File: config.mk
export PLATFORM = sky130hd
export DESIGN_NAME = mot_data_group_header_parser_unit
export DESIGN_NICKNAME = d
export VERILOG_FILES = /design/src/mdghp_pkg.sv /design/src/mot_data_group_header_parser_unit.sv /design/src/mdghp_front.sv /design/src/mdghp_queue.sv /design/src/mdghp_back.sv
export SDC_FILE = /design/constraint.sdc
export NUM_CORES = 1
export LEC_CHECK = 0
export BUFFER_PORTS_ARGS = -buffer_cell sky130_fd_sc_hd__buf_2
export CAP_MARGIN = 25
export CORE_UTILIZATION = 40
export CTS_CLUSTER_DIAMETER = 200
export CTS_CLUSTER_SIZE = 8
export DETAILED_ROUTE_END_ITERATION = 6
export PLACE_DENSITY = 0.53
export SETUP_SLACK_MARGIN = 0.15
export SKIP_LAST_GASP = 1
export SLEW_MARGIN = 5
export SYNTH_ARGS = -nofsm -noshare
export SYNTH_HDL_FRONTEND = slang
export SYNTH_HIERARCHICAL = 1
export SYNTH_SLANG_ARGS = --single-unit
File: constraint.sdc
create_clock -name clk -period 10.9 [get_ports clk]
set_clock_uncertainty 0.05 [all_clocks]
set_input_delay 2.18 -clock clk [delete_from_list [all_inputs] [get_ports clk]]
set_output_delay 2.18 -clock clk [all_outputs]
set_load 0.005 [all_outputs]
File: src/mdghp_pkg.sv
// Package for the MOT data group header parser.
// Holds the widths, the status codes and the group record passed from front to back.
// No dependencies.
`timescale 1ns / 1ps
`default_nettype none
package mdghp_pkg;

	localparam int CRC_BYTES       = 2;
	localparam int MAX_GROUP_BYTES = 16383;
	localparam int LEN_W           = $clog2(MAX_GROUP_BYTES + 1);

	localparam int QUEUE_DEPTH = 2;
	localparam int QUEUE_AW    = $clog2(QUEUE_DEPTH);

	localparam int IN_DATA_W  = 8;
	localparam int OUT_DATA_W = 56;
	localparam int OUT_USER_W = 4;

	localparam logic [3:0] GT_HEADER    = 4'd3;
	localparam logic [3:0] GT_BODY      = 4'd4;
	localparam logic [3:0] GT_DIRECTORY = 4'd6;

	typedef enum logic [3:0] {
		ST_OK,
		ST_SHORT_GROUP_HDR,
		ST_NO_CRC,
		ST_NO_SEG_FLAG,
		ST_NO_USER_ACCESS,
		ST_SHORT_SESSION,
		ST_NO_TID_FLAG,
		ST_LEN_IND_LOW,
		ST_SHORT_TID,
		ST_SHORT_SEG_HDR,
		ST_SIZE_MISMATCH,
		ST_TYPE_REFUSED
	} status_t;

	// Everything the checks need about one completed group.
	typedef struct packed {
		logic [LEN_W-1:0] len;
		logic             ext;
		logic [2:0]       flags;       // CRC, segment, user access flags
		logic [3:0]       group_type;
		logic             last_segment;
		logic [14:0]      segment_number;
		logic             tid_flag;
		logic [3:0]       length_ind;
		logic [15:0]      object_id;
		logic [12:0]      segment_size;
	} group_rec_t;

endpackage
`default_nettype wire

File: src/mot_data_group_header_parser_unit.sv
// MOT data group header parser, top level.
// Instantiates mdghp_front, mdghp_queue and mdghp_back; depends on mdghp_pkg.
//
// Usage:
//   Slave channel s_*: one byte of a MOT data group per transaction, s_tlast on the
//   final byte (CRC bytes included). Master channel m_*: one result per group, the
//   status on m_tuser and the parsed header fields on m_tdata.
//   cfg_wr_en/cfg_wr_data write the directory mode bit (1: directory and body
//   groups, 0: header and body groups); write it only while no group is in flight.
// Throughput: one byte per cycle, sustained while results are taken; a result per group,
//   even for groups of one byte. The front end captures fields as bytes pass and pushes
//   a record into a two-entry queue on the final byte; the checker runs the ordered
//   checks combinationally on the queue head.
// Path: the record is written into the queue when the final byte is taken and moves
//   into the output register when the checker pops the queue head; m_tvalid is that
//   register's valid bit.
// Reset: arst_n clears the parser state, the queue and the directory mode bit; no
//   results are pending afterwards.
// Stall: while m_tready is low the result holds; the queue absorbs two more
//   groups, after which s_tready falls until a result is taken.
`timescale 1ns / 1ps
`default_nettype none
module mot_data_group_header_parser_unit
	import mdghp_pkg::*;
(
	input  wire                   clk,
	input  wire                   arst_n,
	input  wire                   cfg_wr_en,
	input  wire                   cfg_wr_data,   // dir_mode
	input  wire                   s_tvalid,
	output logic                  s_tready,
	input  wire  [IN_DATA_W-1:0]  s_tdata,       // [7:0] data_byte
	input  wire                   s_tlast,       // end_of_group
	output logic                  m_tvalid,
	input  wire                   m_tready,
	// [3:0] group_type, [4] last_segment, [19:5] segment_number,
	// [35:20] object_id, [48:36] segment_size, [53:49] payload_offset, [55:54] zero
	output logic [OUT_DATA_W-1:0] m_tdata,
	output logic [OUT_USER_W-1:0] m_tuser        // [3:0] status
);

	logic       q_full;
	logic       q_push;
	logic       q_pop;
	logic       q_not_empty;
	group_rec_t wr_rec;
	group_rec_t head_rec;

	mdghp_front u_front (
		.clk      (clk),
		.arst_n   (arst_n),
		.s_tvalid (s_tvalid),
		.s_tready (s_tready),
		.s_tdata  (s_tdata),
		.s_tlast  (s_tlast),
		.q_full   (q_full),
		.q_push   (q_push),
		.q_rec    (wr_rec)
	);

	mdghp_queue u_queue (
		.clk       (clk),
		.arst_n    (arst_n),
		.push      (q_push),
		.wr_rec    (wr_rec),
		.full      (q_full),
		.pop       (q_pop),
		.not_empty (q_not_empty),
		.head_rec  (head_rec)
	);

	mdghp_back u_back (
		.clk         (clk),
		.arst_n      (arst_n),
		.cfg_wr_en   (cfg_wr_en),
		.cfg_wr_data (cfg_wr_data),
		.q_not_empty (q_not_empty),
		.q_head      (head_rec),
		.q_pop       (q_pop),
		.m_tvalid    (m_tvalid),
		.m_tready    (m_tready),
		.m_tdata     (m_tdata),
		.m_tuser     (m_tuser)
	);

endmodule
`default_nettype wire

File: src/mdghp_front.sv
// Front end of the MOT data group header parser: takes bytes, captures header fields.
// On the final byte it pushes one group record to the queue. Depends on mdghp_pkg.
`timescale 1ns / 1ps
`default_nettype none
module mdghp_front
	import mdghp_pkg::*;
(
	input  wire                  clk,
	input  wire                  arst_n,
	input  wire                  s_tvalid,
	output logic                 s_tready,
	input  wire  [IN_DATA_W-1:0] s_tdata,   // [7:0] data_byte
	input  wire                  s_tlast,
	input  wire                  q_full,
	output logic                 q_push,
	output group_rec_t           q_rec
);

	logic [LEN_W-1:0] byte_idx_q;
	logic             ext_q;
	logic [2:0]       flags_q;
	logic [3:0]       gtype_q;
	logic             last_seg_q;
	logic [14:0]      seg_num_q;
	logic             tid_flag_q;
	logic [3:0]       li_q;
	logic [15:0]      tid_q;
	logic [12:0]      seg_size_q;

	group_rec_t       nxt;
	logic [2:0]       s_off;
	logic [4:0]       h_off;
	logic [7:0]       b;
	logic             accept;

	assign s_tready = !q_full;
	assign accept   = s_tvalid && s_tready;
	assign b        = s_tdata;
	assign s_off    = ext_q ? 3'd4 : 3'd2;
	assign h_off    = 5'(s_off) + 5'd3 + 5'(li_q);

	always_comb begin
		nxt.ext            = ext_q;
		nxt.flags          = flags_q;
		nxt.group_type     = gtype_q;
		nxt.last_segment   = last_seg_q;
		nxt.segment_number = seg_num_q;
		nxt.tid_flag       = tid_flag_q;
		nxt.length_ind     = li_q;
		nxt.object_id      = tid_q;
		nxt.segment_size   = seg_size_q;
		nxt.len            = (byte_idx_q < LEN_W'(MAX_GROUP_BYTES)) ?
		                     byte_idx_q + LEN_W'(1) : byte_idx_q;

		if (byte_idx_q == '0) begin
			nxt.ext        = b[7];
			nxt.flags      = b[6:4];
			nxt.group_type = b[3:0];
		end else if (byte_idx_q == LEN_W'(s_off)) begin
			nxt.last_segment   = b[7];
			nxt.segment_number = {b[6:0], 8'h00};
		end else if (byte_idx_q == LEN_W'(s_off) + LEN_W'(1)) begin
			nxt.segment_number = {seg_num_q[14:8], b};
		end else if (byte_idx_q == LEN_W'(s_off) + LEN_W'(2)) begin
			nxt.tid_flag   = b[4];
			nxt.length_ind = b[3:0];
		end else if (byte_idx_q == LEN_W'(s_off) + LEN_W'(3)) begin
			nxt.object_id = {b, 8'h00};
		end else if (byte_idx_q == LEN_W'(s_off) + LEN_W'(4)) begin
			nxt.object_id = {tid_q[15:8], b};
		end

		// The segmentation header starts after the transport id and any skipped bytes.
		if (byte_idx_q >= LEN_W'(s_off) + LEN_W'(5)) begin
			if (byte_idx_q == LEN_W'(h_off)) begin
				nxt.segment_size = {b[4:0], 8'h00};
			end else if (byte_idx_q == LEN_W'(h_off) + LEN_W'(1)) begin
				nxt.segment_size = {seg_size_q[12:8], b};
			end
		end
	end

	assign q_push = accept && s_tlast;
	assign q_rec  = nxt;

	always_ff @(posedge clk or negedge arst_n) begin
		if (!arst_n) begin
			byte_idx_q <= '0;
			ext_q      <= 1'b0;
			flags_q    <= '0;
			gtype_q    <= '0;
			last_seg_q <= 1'b0;
			seg_num_q  <= '0;
			tid_flag_q <= 1'b0;
			li_q       <= '0;
			tid_q      <= '0;
			seg_size_q <= '0;
		end else if (accept) begin
			if (s_tlast) begin
				byte_idx_q <= '0;
				ext_q      <= 1'b0;
				flags_q    <= '0;
				gtype_q    <= '0;
				last_seg_q <= 1'b0;
				seg_num_q  <= '0;
				tid_flag_q <= 1'b0;
				li_q       <= '0;
				tid_q      <= '0;
				seg_size_q <= '0;
			end else begin
				byte_idx_q <= nxt.len;
				ext_q      <= nxt.ext;
				flags_q    <= nxt.flags;
				gtype_q    <= nxt.group_type;
				last_seg_q <= nxt.last_segment;
				seg_num_q  <= nxt.segment_number;
				tid_flag_q <= nxt.tid_flag;
				li_q       <= nxt.length_ind;
				tid_q      <= nxt.object_id;
				seg_size_q <= nxt.segment_size;
			end
		end
	end

endmodule
`default_nettype wire

File: src/mdghp_queue.sv
// Short queue of group records between the front end and the checker.
// Register array with read from the head. Depends on mdghp_pkg.
`timescale 1ns / 1ps
`default_nettype none
module mdghp_queue
	import mdghp_pkg::*;
(
	input  wire        clk,
	input  wire        arst_n,
	input  wire        push,
	input  group_rec_t wr_rec,
	output logic       full,
	input  wire        pop,
	output logic       not_empty,
	output group_rec_t head_rec
);

	group_rec_t             mem_q [QUEUE_DEPTH];
	logic [QUEUE_AW-1:0]    wr_ptr_q;
	logic [QUEUE_AW-1:0]    rd_ptr_q;
	logic [QUEUE_AW:0]      count_q;

	assign full      = (count_q == (QUEUE_AW+1)'(QUEUE_DEPTH));
	assign not_empty = (count_q != '0);
	assign head_rec  = mem_q[rd_ptr_q];

	always_ff @(posedge clk) begin
		if (push) begin
			mem_q[wr_ptr_q] <= wr_rec;
		end
	end

	always_ff @(posedge clk or negedge arst_n) begin
		if (!arst_n) begin
			wr_ptr_q <= '0;
			rd_ptr_q <= '0;
			count_q  <= '0;
		end else begin
			if (push) begin
				wr_ptr_q <= wr_ptr_q + QUEUE_AW'(1);
			end
			if (pop) begin
				rd_ptr_q <= rd_ptr_q + QUEUE_AW'(1);
			end
			case ({push, pop})
				2'b10:   count_q <= count_q + (QUEUE_AW+1)'(1);
				2'b01:   count_q <= count_q - (QUEUE_AW+1)'(1);
				default: count_q <= count_q;
			endcase
		end
	end

	a_no_overflow: assert property (@(posedge clk) disable iff (!arst_n)
		full |-> !push || pop)
		else $error("queue written while full");

	a_no_underflow: assert property (@(posedge clk) disable iff (!arst_n)
		pop |-> not_empty)
		else $error("queue read while empty");

	a_count_range: assert property (@(posedge clk) disable iff (!arst_n)
		count_q <= (QUEUE_AW+1)'(QUEUE_DEPTH))
		else $error("queue count out of range");

endmodule
`default_nettype wire

File: src/mdghp_back.sv
// Checker of the MOT data group header parser: runs the ordered checks on a group record.
// Holds the directory mode register and the output register. Depends on mdghp_pkg.
`timescale 1ns / 1ps
`default_nettype none
module mdghp_back
	import mdghp_pkg::*;
(
	input  wire                   clk,
	input  wire                   arst_n,
	input  wire                   cfg_wr_en,
	input  wire                   cfg_wr_data,
	input  wire                   q_not_empty,
	input  group_rec_t            q_head,
	output logic                  q_pop,
	output logic                  m_tvalid,
	input  wire                   m_tready,
	output logic [OUT_DATA_W-1:0] m_tdata,
	output logic [OUT_USER_W-1:0] m_tuser
);

	logic                  dir_mode_q;
	logic                  out_valid_q;
	status_t               status_q;
	logic [3:0]            gtype_q;
	logic                  last_seg_q;
	logic [14:0]           seg_num_q;
	logic [15:0]           tid_q;
	logic [12:0]           seg_size_q;
	logic [4:0]            offset_q;

	status_t               st;
	logic [2:0]            s_off;
	logic [4:0]            h_off;
	logic [4:0]            h2;
	logic [5:0]            h_crc;
	logic [LEN_W-1:0]      diff;
	logic                  mismatch;
	logic                  type_ok;
	logic                  fields_ok;

	assign s_off    = q_head.ext ? 3'd4 : 3'd2;
	assign h_off    = 5'(s_off) + 5'd3 + 5'(q_head.length_ind);
	assign h2       = h_off + 5'd2;
	assign h_crc    = 6'(h2) + 6'(CRC_BYTES);
	assign diff     = q_head.len - LEN_W'(h_crc);
	assign mismatch = (q_head.len < LEN_W'(h_crc)) ||
	                  (LEN_W'(q_head.segment_size) != diff);
	assign type_ok  = (q_head.group_type == GT_BODY) ||
	                  (dir_mode_q ? (q_head.group_type == GT_DIRECTORY)
	                              : (q_head.group_type == GT_HEADER));

	always_comb begin
		if (q_head.len < LEN_W'(2))                        st = ST_SHORT_GROUP_HDR;
		else if (!q_head.flags[2])                         st = ST_NO_CRC;
		else if (!q_head.flags[1])                         st = ST_NO_SEG_FLAG;
		else if (!q_head.flags[0])                         st = ST_NO_USER_ACCESS;
		else if (q_head.len < LEN_W'(s_off) + LEN_W'(3))   st = ST_SHORT_SESSION;
		else if (!q_head.tid_flag)                         st = ST_NO_TID_FLAG;
		else if (q_head.length_ind < 4'd2)                 st = ST_LEN_IND_LOW;
		else if (q_head.len < LEN_W'(h_off))               st = ST_SHORT_TID;
		else if (q_head.len < LEN_W'(h2))                  st = ST_SHORT_SEG_HDR;
		else if (mismatch)                                 st = ST_SIZE_MISMATCH;
		else if (!type_ok)                                 st = ST_TYPE_REFUSED;
		else                                               st = ST_OK;
	end

	assign fields_ok = (st == ST_OK) || (st == ST_TYPE_REFUSED);
	assign q_pop     = q_not_empty && (!out_valid_q || m_tready);

	always_ff @(posedge clk or negedge arst_n) begin
		if (!arst_n) begin
			dir_mode_q  <= 1'b0;
			out_valid_q <= 1'b0;
		end else begin
			if (cfg_wr_en) begin
				dir_mode_q <= cfg_wr_data;
			end
			if (q_pop) begin
				out_valid_q <= 1'b1;
			end else if (m_tready) begin
				out_valid_q <= 1'b0;
			end
		end
	end

	always_ff @(posedge clk) begin
		if (q_pop) begin
			status_q   <= st;
			gtype_q    <= q_head.group_type;
			last_seg_q <= fields_ok ? q_head.last_segment : 1'b0;
			seg_num_q  <= fields_ok ? q_head.segment_number : '0;
			tid_q      <= fields_ok ? q_head.object_id : '0;
			seg_size_q <= fields_ok ? q_head.segment_size : '0;
			offset_q   <= fields_ok ? h2 : '0;
		end
	end

	assign m_tvalid = out_valid_q;
	assign m_tuser  = status_q;
	assign m_tdata  = {2'b00, offset_q, seg_size_q, tid_q, seg_num_q, last_seg_q, gtype_q};

	a_err_fields_zero: assert property (@(posedge clk) disable iff (!arst_n)
		m_tvalid && status_q != ST_OK && status_q != ST_TYPE_REFUSED
		|-> offset_q == '0 && tid_q == '0 && seg_num_q == '0 && seg_size_q == '0)
		else $error("error result carries header fields");

	a_ok_offset: assert property (@(posedge clk) disable iff (!arst_n)
		m_tvalid && status_q == ST_OK |-> offset_q >= 5'd9)
		else $error("payload offset below the smallest header size");

	a_pop_loads: assert property (@(posedge clk) disable iff (!arst_n)
		q_pop |=> m_tvalid)
		else $error("record taken from queue but no result shown");

endmodule
`default_nettype wire

==> results of run 1 <==
[logic make-up after synthesis]
family                   synth area share, %
AO/OA/AOI/OAI                           9.34
AND/OR/NAND/NOR                         14.0
buffers and inverters                   4.42
XOR/XNOR                                2.94
adder cells (fa/ha/maj)                 3.32
other                                 0.0259
multiplexers                            10.6
flip-flops                              55.3
[cells in the mapped netlist (8+ instances only)]
cell type	n	share of area, %
edfxtp_1	202	42
nand2_1	107	2.8
dfrtp_1	78	13
mux2_4	70	7.3
o21ai_0	68	2.3
nor2_1	49	1.3
nor3b_2	45	3.9
a22oi_1	42	2.2
clkbuf_1	32	0.83
ha_1	32	2.8
inv_1	31	0.80
mux2_2	28	2.2
a22o_1	27	1.6
xnor2_1	24	1.5
a21oi_1	21	0.73
xor2_1	20	1.2
mux2i_1	17	1.2
nor3_1	15	0.52
buf_12	11	1.5
nand3_1	10	0.35
and3_1	9	0.39
nand2b_1	9	0.39
or3_1	9	0.39
buf_6	8	0.62
nor3_2	8	0.55
[flip-flops by register name, summed over array words and instances, names as in the netlist, 2 cells and up]
signal,count
u_back/seg_size_q,13
u_front/tid_q,16
u_back/seg_num_q,15
u_back/gtype_q,4
u_back/tid_q,16
u_back/offset_q,5
u_front/flags_q,3
u_back/m_tuser,4
u_front/seg_num_q,15
u_front/byte_idx_q,14
u_front/gtype_q,4
u_front/li_q,4
u_queue/count_q,2
u_front/seg_size_q,13
u_queue/mem_q,144
[report_power, final]
part / switching [mW] / internal (mW)
Sequential: 0.147 / 1.49
Clock: 0.453 / 0.705
Combinational: 1.37 / 1.01
[cell type report]
| class | count | area, um^2 | area share [%] |
|---|---|---|---|
| inverters | 31 | 116 | 0.716 |
| clock inverters | 2 | 46.3 | 0.285 |
| well taps | 461 | 577 | 3.55 |
| multi-input cells | 717 | 5860 | 36.1 |
| clock buffers | 71 | 1140 | 7.01 |
| repair buffers | 86 | 483 | 2.97 |
| flip-flops and latches | 280 | 8020 | 49.4 |
[critical path, stage by stage (launching register included)]
cell       delay [ns]
dfrtp_4          0.73
mux2_4           0.37
ha_1             0.28
inv_1            0.04
ha_1             0.19
fa_1             0.38
xnor2_1          0.31
xor2_1           0.42
nor3_1           0.12
xnor2_1          0.15
ha_1             0.35
a21o_1           0.21
a21oi_2          0.26
nand2_1          0.22
xnor2_1          0.31
a2111oi_4        0.13
nand4_4          0.11
buf_4            0.68
nor3b_2          0.10
[per-layer routing]
metal | vias to the layer above | global-route usage [%] | part of all wire, %
met5 | - | 0 | 0
met1 | 4308 | 25.9 | 50
met3 | 42 | 2.73 | 3.9
met2 | 168 | 27.0 | 45
met4 | 0 | 5.36 | 1.7
li1 | 4177 | - | -
[cell usage in the layout (no fill, tap or decap), drive strengths merged, types with 42 or more instances in the layout]
cell / instances
a22oi: 42
buf: 86
clkbuf: 71
dfrtp: 78
edfxtp: 202
mux2: 98
nand2: 109
nor2: 51
nor3b: 48
o21ai: 72
[how the worst min path moves through the flow]
stage / to / slack (ns) / cells past startpoint
3_5_place_dp: u_queue/count_q[1] / 0.43 / 1
3_3_place_gp: u_front/gtype_q[1] / 0.43 / 2
6_report: u_queue/count_q[1] / 0.43 / 1
4_1_cts: u_queue/count_q[1] / 0.44 / 1
2_1_floorplan: u_queue/count_q[1] / 0.40 / 1
5_1_grt: u_queue/count_q[1] / 0.46 / 1
[metrics by stage]
step	cells	setup WS [ns]	total power, mW	hold WS (ns)	instance area, um^2
3_3_place_gp	1574	5.24	4.03	0.431	15000
3_5_place_dp	1575	5.11	4.05	0.431	15100
6_report	1648	5.14	5.18	0.429	16200
5_1_grt	1648	4.71	5.56	0.461	16200
2_1_floorplan	1093	4.28	3.56	0.397	14500
4_1_cts	1648	5.10	5.23	0.443	16200
==> metrics.md, run 1 <==
| Metric | Value |
|---|---|
| Run status | finished clean |
| Largest net degree at the start of global routing | 69 |
| HP Start | u_queue/count_q[1] |
| Reg-to-reg setup timing slack | between 5 and 6 ns |
| Final net count | ~1200 |
| Syn Area/Cell | about 13 um^2 |
| Number of H-tree levels | 2 |
| Clk slew on worst S/H paths | 0.05 ns |
| DRC | 0 |
| CTS tree | built |
| Total of max-cap violations | 0 |
| Crit path max fanout | 50 |
| CP Data Required Time | ~11 ns |
| Post_cts resized | 0 |
| Reg2reg path depth | 18 |
| Cell row count | 69 |
| I/O pin cnt | between 70 and 80 |
| First-pass GRT wire length | ~50 mm |
| Cell Pwr Density | around 320 nW/um^2 |
| TritonCTS Buffers | 40 |
| Cell area after synthesis | approximately 14000 um^2 |
| DP HPWL | about 21 mm |
| Setup total negative slack | 0 ns |
| Post-route core utilization | between 40% and 50% |
| Critical path class | flop to flop |
| Setup violators final | 0 |
| Slew @ Worst Pin | about 1.1 ns |
| Leakage power | roughly 6.3 nW |
| Synth Register Bits | between 200 and 300 |
| Worst setup startpoint | u_queue/rd_ptr_q |
| Maximum clock path buffer count | 3 |
| RSZ-0062 raised after global routing | false |
| Vias in the first global route | 8587 |
| Root Driver | clkbuf_16 |
| Final Cycle Share | ~53% |
| Critical Path AT | around 6.0 ns |
| DR WL/cell | about 19 um |
| Diode count | 0 |
| Worst-Skew Late Latency | between 0.5 and 0.6 ns |
| Worst Setup Start Kind | flop |
| Peak VDD IR | ~0.27 mV |
| Antenna viol nets, final | 0 |
| Crit path capture | u_back/seg_num_q[7] |
| Final Hold Viols | 0 |
| Worst hold path type | flop to flop |
| Gate Count Post-Synth | 1092 |
| Worst r2r dst | u_back/seg_num_q[7] |
| First-pass DRT Iterations | 5 |
| Slew Limit Fails | 0 |
| Initial antenna violation count | 0 |
| R2r startpoint | u_queue/rd_ptr_q |
| Fraction of registers with async set/reset | ~28% |
| Yosys warning count | 6 |
| GP Congestion | 0.816 |
| FMAX | ~0.17 GHz |
| Post-Route WL | between 30 and 40 mm |
| Placeable core area | about 36000 um^2 |
| Yosys cell types | 83 |
| GR Overflow Total | 0 |
| Sink Count | between 200 and 300 |
| Via/cell ratio | 5.28 |
| Post-route minimum period | about 5.8 ns |
| Initial Util | about two fifths |
| Die area | 37000 um^2 |
| Top FF cell, synth | edfxtp_1 |
| Hold-fix buffers, CTS | 0 |
| P&R area growth vs syn | 12.1% |
| Post-synth EDFFs | 202 |
| IO buf count | 74 |
| Die width | between 150 and 200 um |
| Share of cells above drive strength 1 | approximately a quarter |
| CP endpoint kind | flop |
| Seq/Total Area, Yosys | between 50% and 60% |
| All-Layer GR Usage | between 10% and 20% |
| Drt first-iter violations | ~650 |
| Fillers | roughly 3200 |
| Relative slew margins | 29.3% |
| Die Ht | 192 um |
| Via Count | just under 9000 |
| Setup Buffers After CTS | 0 |
Power figures use the tool's default switching activity.
==> run 2, diff against run 1 <==
Clock period 10.9 ns to 6 ns, I/O delays scaled along.
==> metrics.md, run 2 (same netlist as run 1, synthesis figures left out) <==
| Metric | Value |
|---|---|
| Critical Path AT | 5.74 ns (was 5.95 ns) |
| Critical path class | flop to flop (unchanged) |
| Slew @ Worst Pin | 1.01 ns (was 1.06 ns) |
| Worst Setup Start Kind | flop (unchanged) |
| Setup total negative slack | 0 ns (unchanged) |
| RSZ-0062 raised after global routing | false (unchanged) |
| Post-route minimum period | 5.42 ns (was 5.76 ns) |
| Vias in the first global route | 8644 (was 8587) |
| GP Congestion | 0.844 (was 0.816) |
| Design internal power | 5.86 mW (was 3.21 mW) |
| Die Ht | 192 um (unchanged) |
| Share of cells above drive strength 1 | 26.8% (was 26.5%) |
| Reg with most FFs | u_queue/mem_q (unchanged) |
| Sink Count | 280 (unchanged) |
| Total of max-cap violations | 0 (unchanged) |
| Top Layer Used | met4 (unchanged) |
| HP Start | u_queue/count_q[1] (unchanged) |
| Die area | 37000 um^2 (unchanged) |
| Final Cycle Share | 90.4% (was 52.9%) |
| Final net count | 1211 (was 1207) |
| Final Hold Viols | 0 (unchanged) |
| Net Sw Frac | 38.0% (was 37.9%) |
| DRC | 0 (unchanged) |
| R2r startpoint | u_queue/rd_ptr_q (unchanged) |
| Crit path max fanout | 38 (was 50) |
| Leading cell type in the layout, fill and taps excluded | edfxtp_1 (unchanged) |
| Antenna viol nets, final | 0 (unchanged) |
| Biggest regs | u_queue/mem_q (144), u_back/tid_q (16), u_front/tid_q (16) (unchanged) |
| Leakage power | 6.33 nW (was 6.30 nW) |
| Relative slew margins | 32.5% (was 29.3%) |
| Worst hold path type | flop to flop (unchanged) |
| Cell row count | 69 (unchanged) |
| IO buf count | 74 (unchanged) |
| Wire length on met3 | 1.32 mm (was 1.25 mm) |
| First-pass DRT Iterations | 5 (unchanged) |
| Largest register FFs | 144 (unchanged) |
| Logic pwr share | 46.8% (was 46.0%) |
| GR Overflow Total | 0 (unchanged) |
| Cell Pwr Density | 580 nW/um^2 (was 319 nW/um^2) |
| Post-Route WL | 32.5 mm (was 32.0 mm) |
| DR WL/cell | 19.7 um (was 19.4 um) |
| Via/cell ratio | 5.34 (was 5.28) |
| Placeable core area | 35600 um^2 (unchanged) |
| Setup violators final | 0 (unchanged) |
| Most frequent cells in the layout | edfxtp_1, nand2_1, dfrtp_1, buf_2, mux2_4 (unchanged) |
| TritonCTS Buffers | 40 (unchanged) |
| Worst-Skew Late Latency | 0.54 ns (about the same) |
| Die width | 192 um (unchanged) |
| Placement Cell Area | 15100 um^2 (about the same) |
| Initial Util | 40.7% (unchanged) |
| Diode count | 0 (unchanged) |
| Setup Buffers After CTS | 0 (unchanged) |
| Reg-to-reg setup timing slack | 0.58 ns (was 5.14 ns) |
| Hold-fix buffers, CTS | 0 (unchanged) |
| I/O pin cnt | 77 (unchanged) |
| Overall power | 9.46 mW (was 5.18 mW) |
| First-pass GRT wire length | 50.7 mm (was 50.1 mm) |
| P&R area growth vs syn | 12.4% (was 12.1%) |
| Peak VDD IR | 0.662 mV (was 0.272 mV) |
| Slew Limit Fails | 0 (unchanged) |
| Maximum clock path buffer count | 3 (unchanged) |
| Root Driver | clkbuf_16 (unchanged) |
| WHS | 0.440 ns (was 0.429 ns) |
| Run status | finished clean (unchanged) |
| Post-route cell area | 16300 um^2 (was 16200 um^2) |
| Post_cts resized | 0 (unchanged) |
| Routed met1 length | 15.6 mm (was 15.9 mm) |
| Number of H-tree levels | 2 (unchanged) |
| CP endpoint kind | flop (unchanged) |
| Fillers | 3216 (was 3210) |
| Worst setup startpoint | u_queue/rd_ptr_q (unchanged) |
| Drt first-iter violations | 636 (was 645) |
| Clk slew on worst S/H paths | 0.05 ns (about the same) |
| Switching Power | 3.60 mW (was 1.97 mW) |
| Sequential power share | 31.1% (was 31.7%) |
| Initial antenna violation count | 0 (unchanged) |
| CTS tree | built (unchanged) |
| All-Layer GR Usage | 18.0% (was 17.7%) |
| Clock share of power | 22.1% (was 22.4%) |
| Via Count | 8822 (was 8695) |
| FMAX | 0.184 GHz (was 0.174 GHz) |
| Largest net degree at the start of global routing | 63 (was 69) |
| CP Data Required Time | 6.32 ns (was 11.09 ns) |
| DP HPWL | 21.4 mm (was 20.8 mm) |
| Routed wl met2 | 14.9 mm (was 14.3 mm) |
[run 2: area by class of cell]
class | count | area [um^2] | area share (%)
Clock buffer | 71 | 1120 | 6.86
Multi-Input combinational cell | 717 | 5860 | 36.0
Timing Repair Buffer | 90 | 536 | 3.29
Tap cell | 461 | 577 | 3.54
Inverter | 31 | 116 | 0.714
Clock inverter | 3 | 66.3 | 0.407
Sequential cell | 280 | 8020 | 49.2
[run 2: through the flow]
stage | util (%) | worst slack [ns] | cells
after global placement | 42.4 | 0.728 | 1577
after global routing | 45.8 | 0.283 | 1653
after detailed placement | 42.5 | 0.572 | 1578
after floorplan | - | 0.361 | 1093
after CTS | 45.8 | 0.574 | 1652
final | 45.8 | 0.577 | 1653
[run 2: critical path: stages (launching register included)]
cell       delay [ns]
dfrtp_4          0.54
mux2_4           0.33
ha_1             0.27
inv_1            0.04
ha_1             0.20
fa_1             0.49
ha_1             0.38
nor3_1           0.23
xnor2_1          0.15
ha_1             0.32
a21o_1           0.21
a21oi_2          0.26
nand2_1          0.22
xnor2_1          0.21
a2111oi_4        0.45
nand4_4          0.36
buf_12           0.31
nor3b_2          0.21
[run 2: path summary, 6_finish.rpt]
path	cells after the start	end
setup / recovery	17	u_back/seg_num_q[1]
hold / removal	1	u_queue/count_q[1]
setup reg to reg	17	u_back/seg_num_q[1]
hold reg to reg	1	u_queue/count_q[1]
max in group asynchronous	2	u_queue/rd_ptr_q
min in group asynchronous	1	u_front/byte_idx_q[4]
[run 2: routing by layer]
layer  global-route usage, %  vias up
met4                    5.42        0
met1                    25.6     4381
met5                       0        -
met2                    28.3      203
li1                        -     4191
met3                    2.66       47
[run 2: power groups by stage]
stage / registers, mW / clock network (mW) / logic [mW]
after global placement: 2.96 / 0 / 4.39
after detailed placement: 2.98 / 0 / 4.42
final: 2.94 / 2.09 / 4.43
after CTS: 2.95 / 2.15 / 4.45
after global routing: 2.99 / 2.22 / 4.92
after floorplan: 2.93 / 0 / 3.53
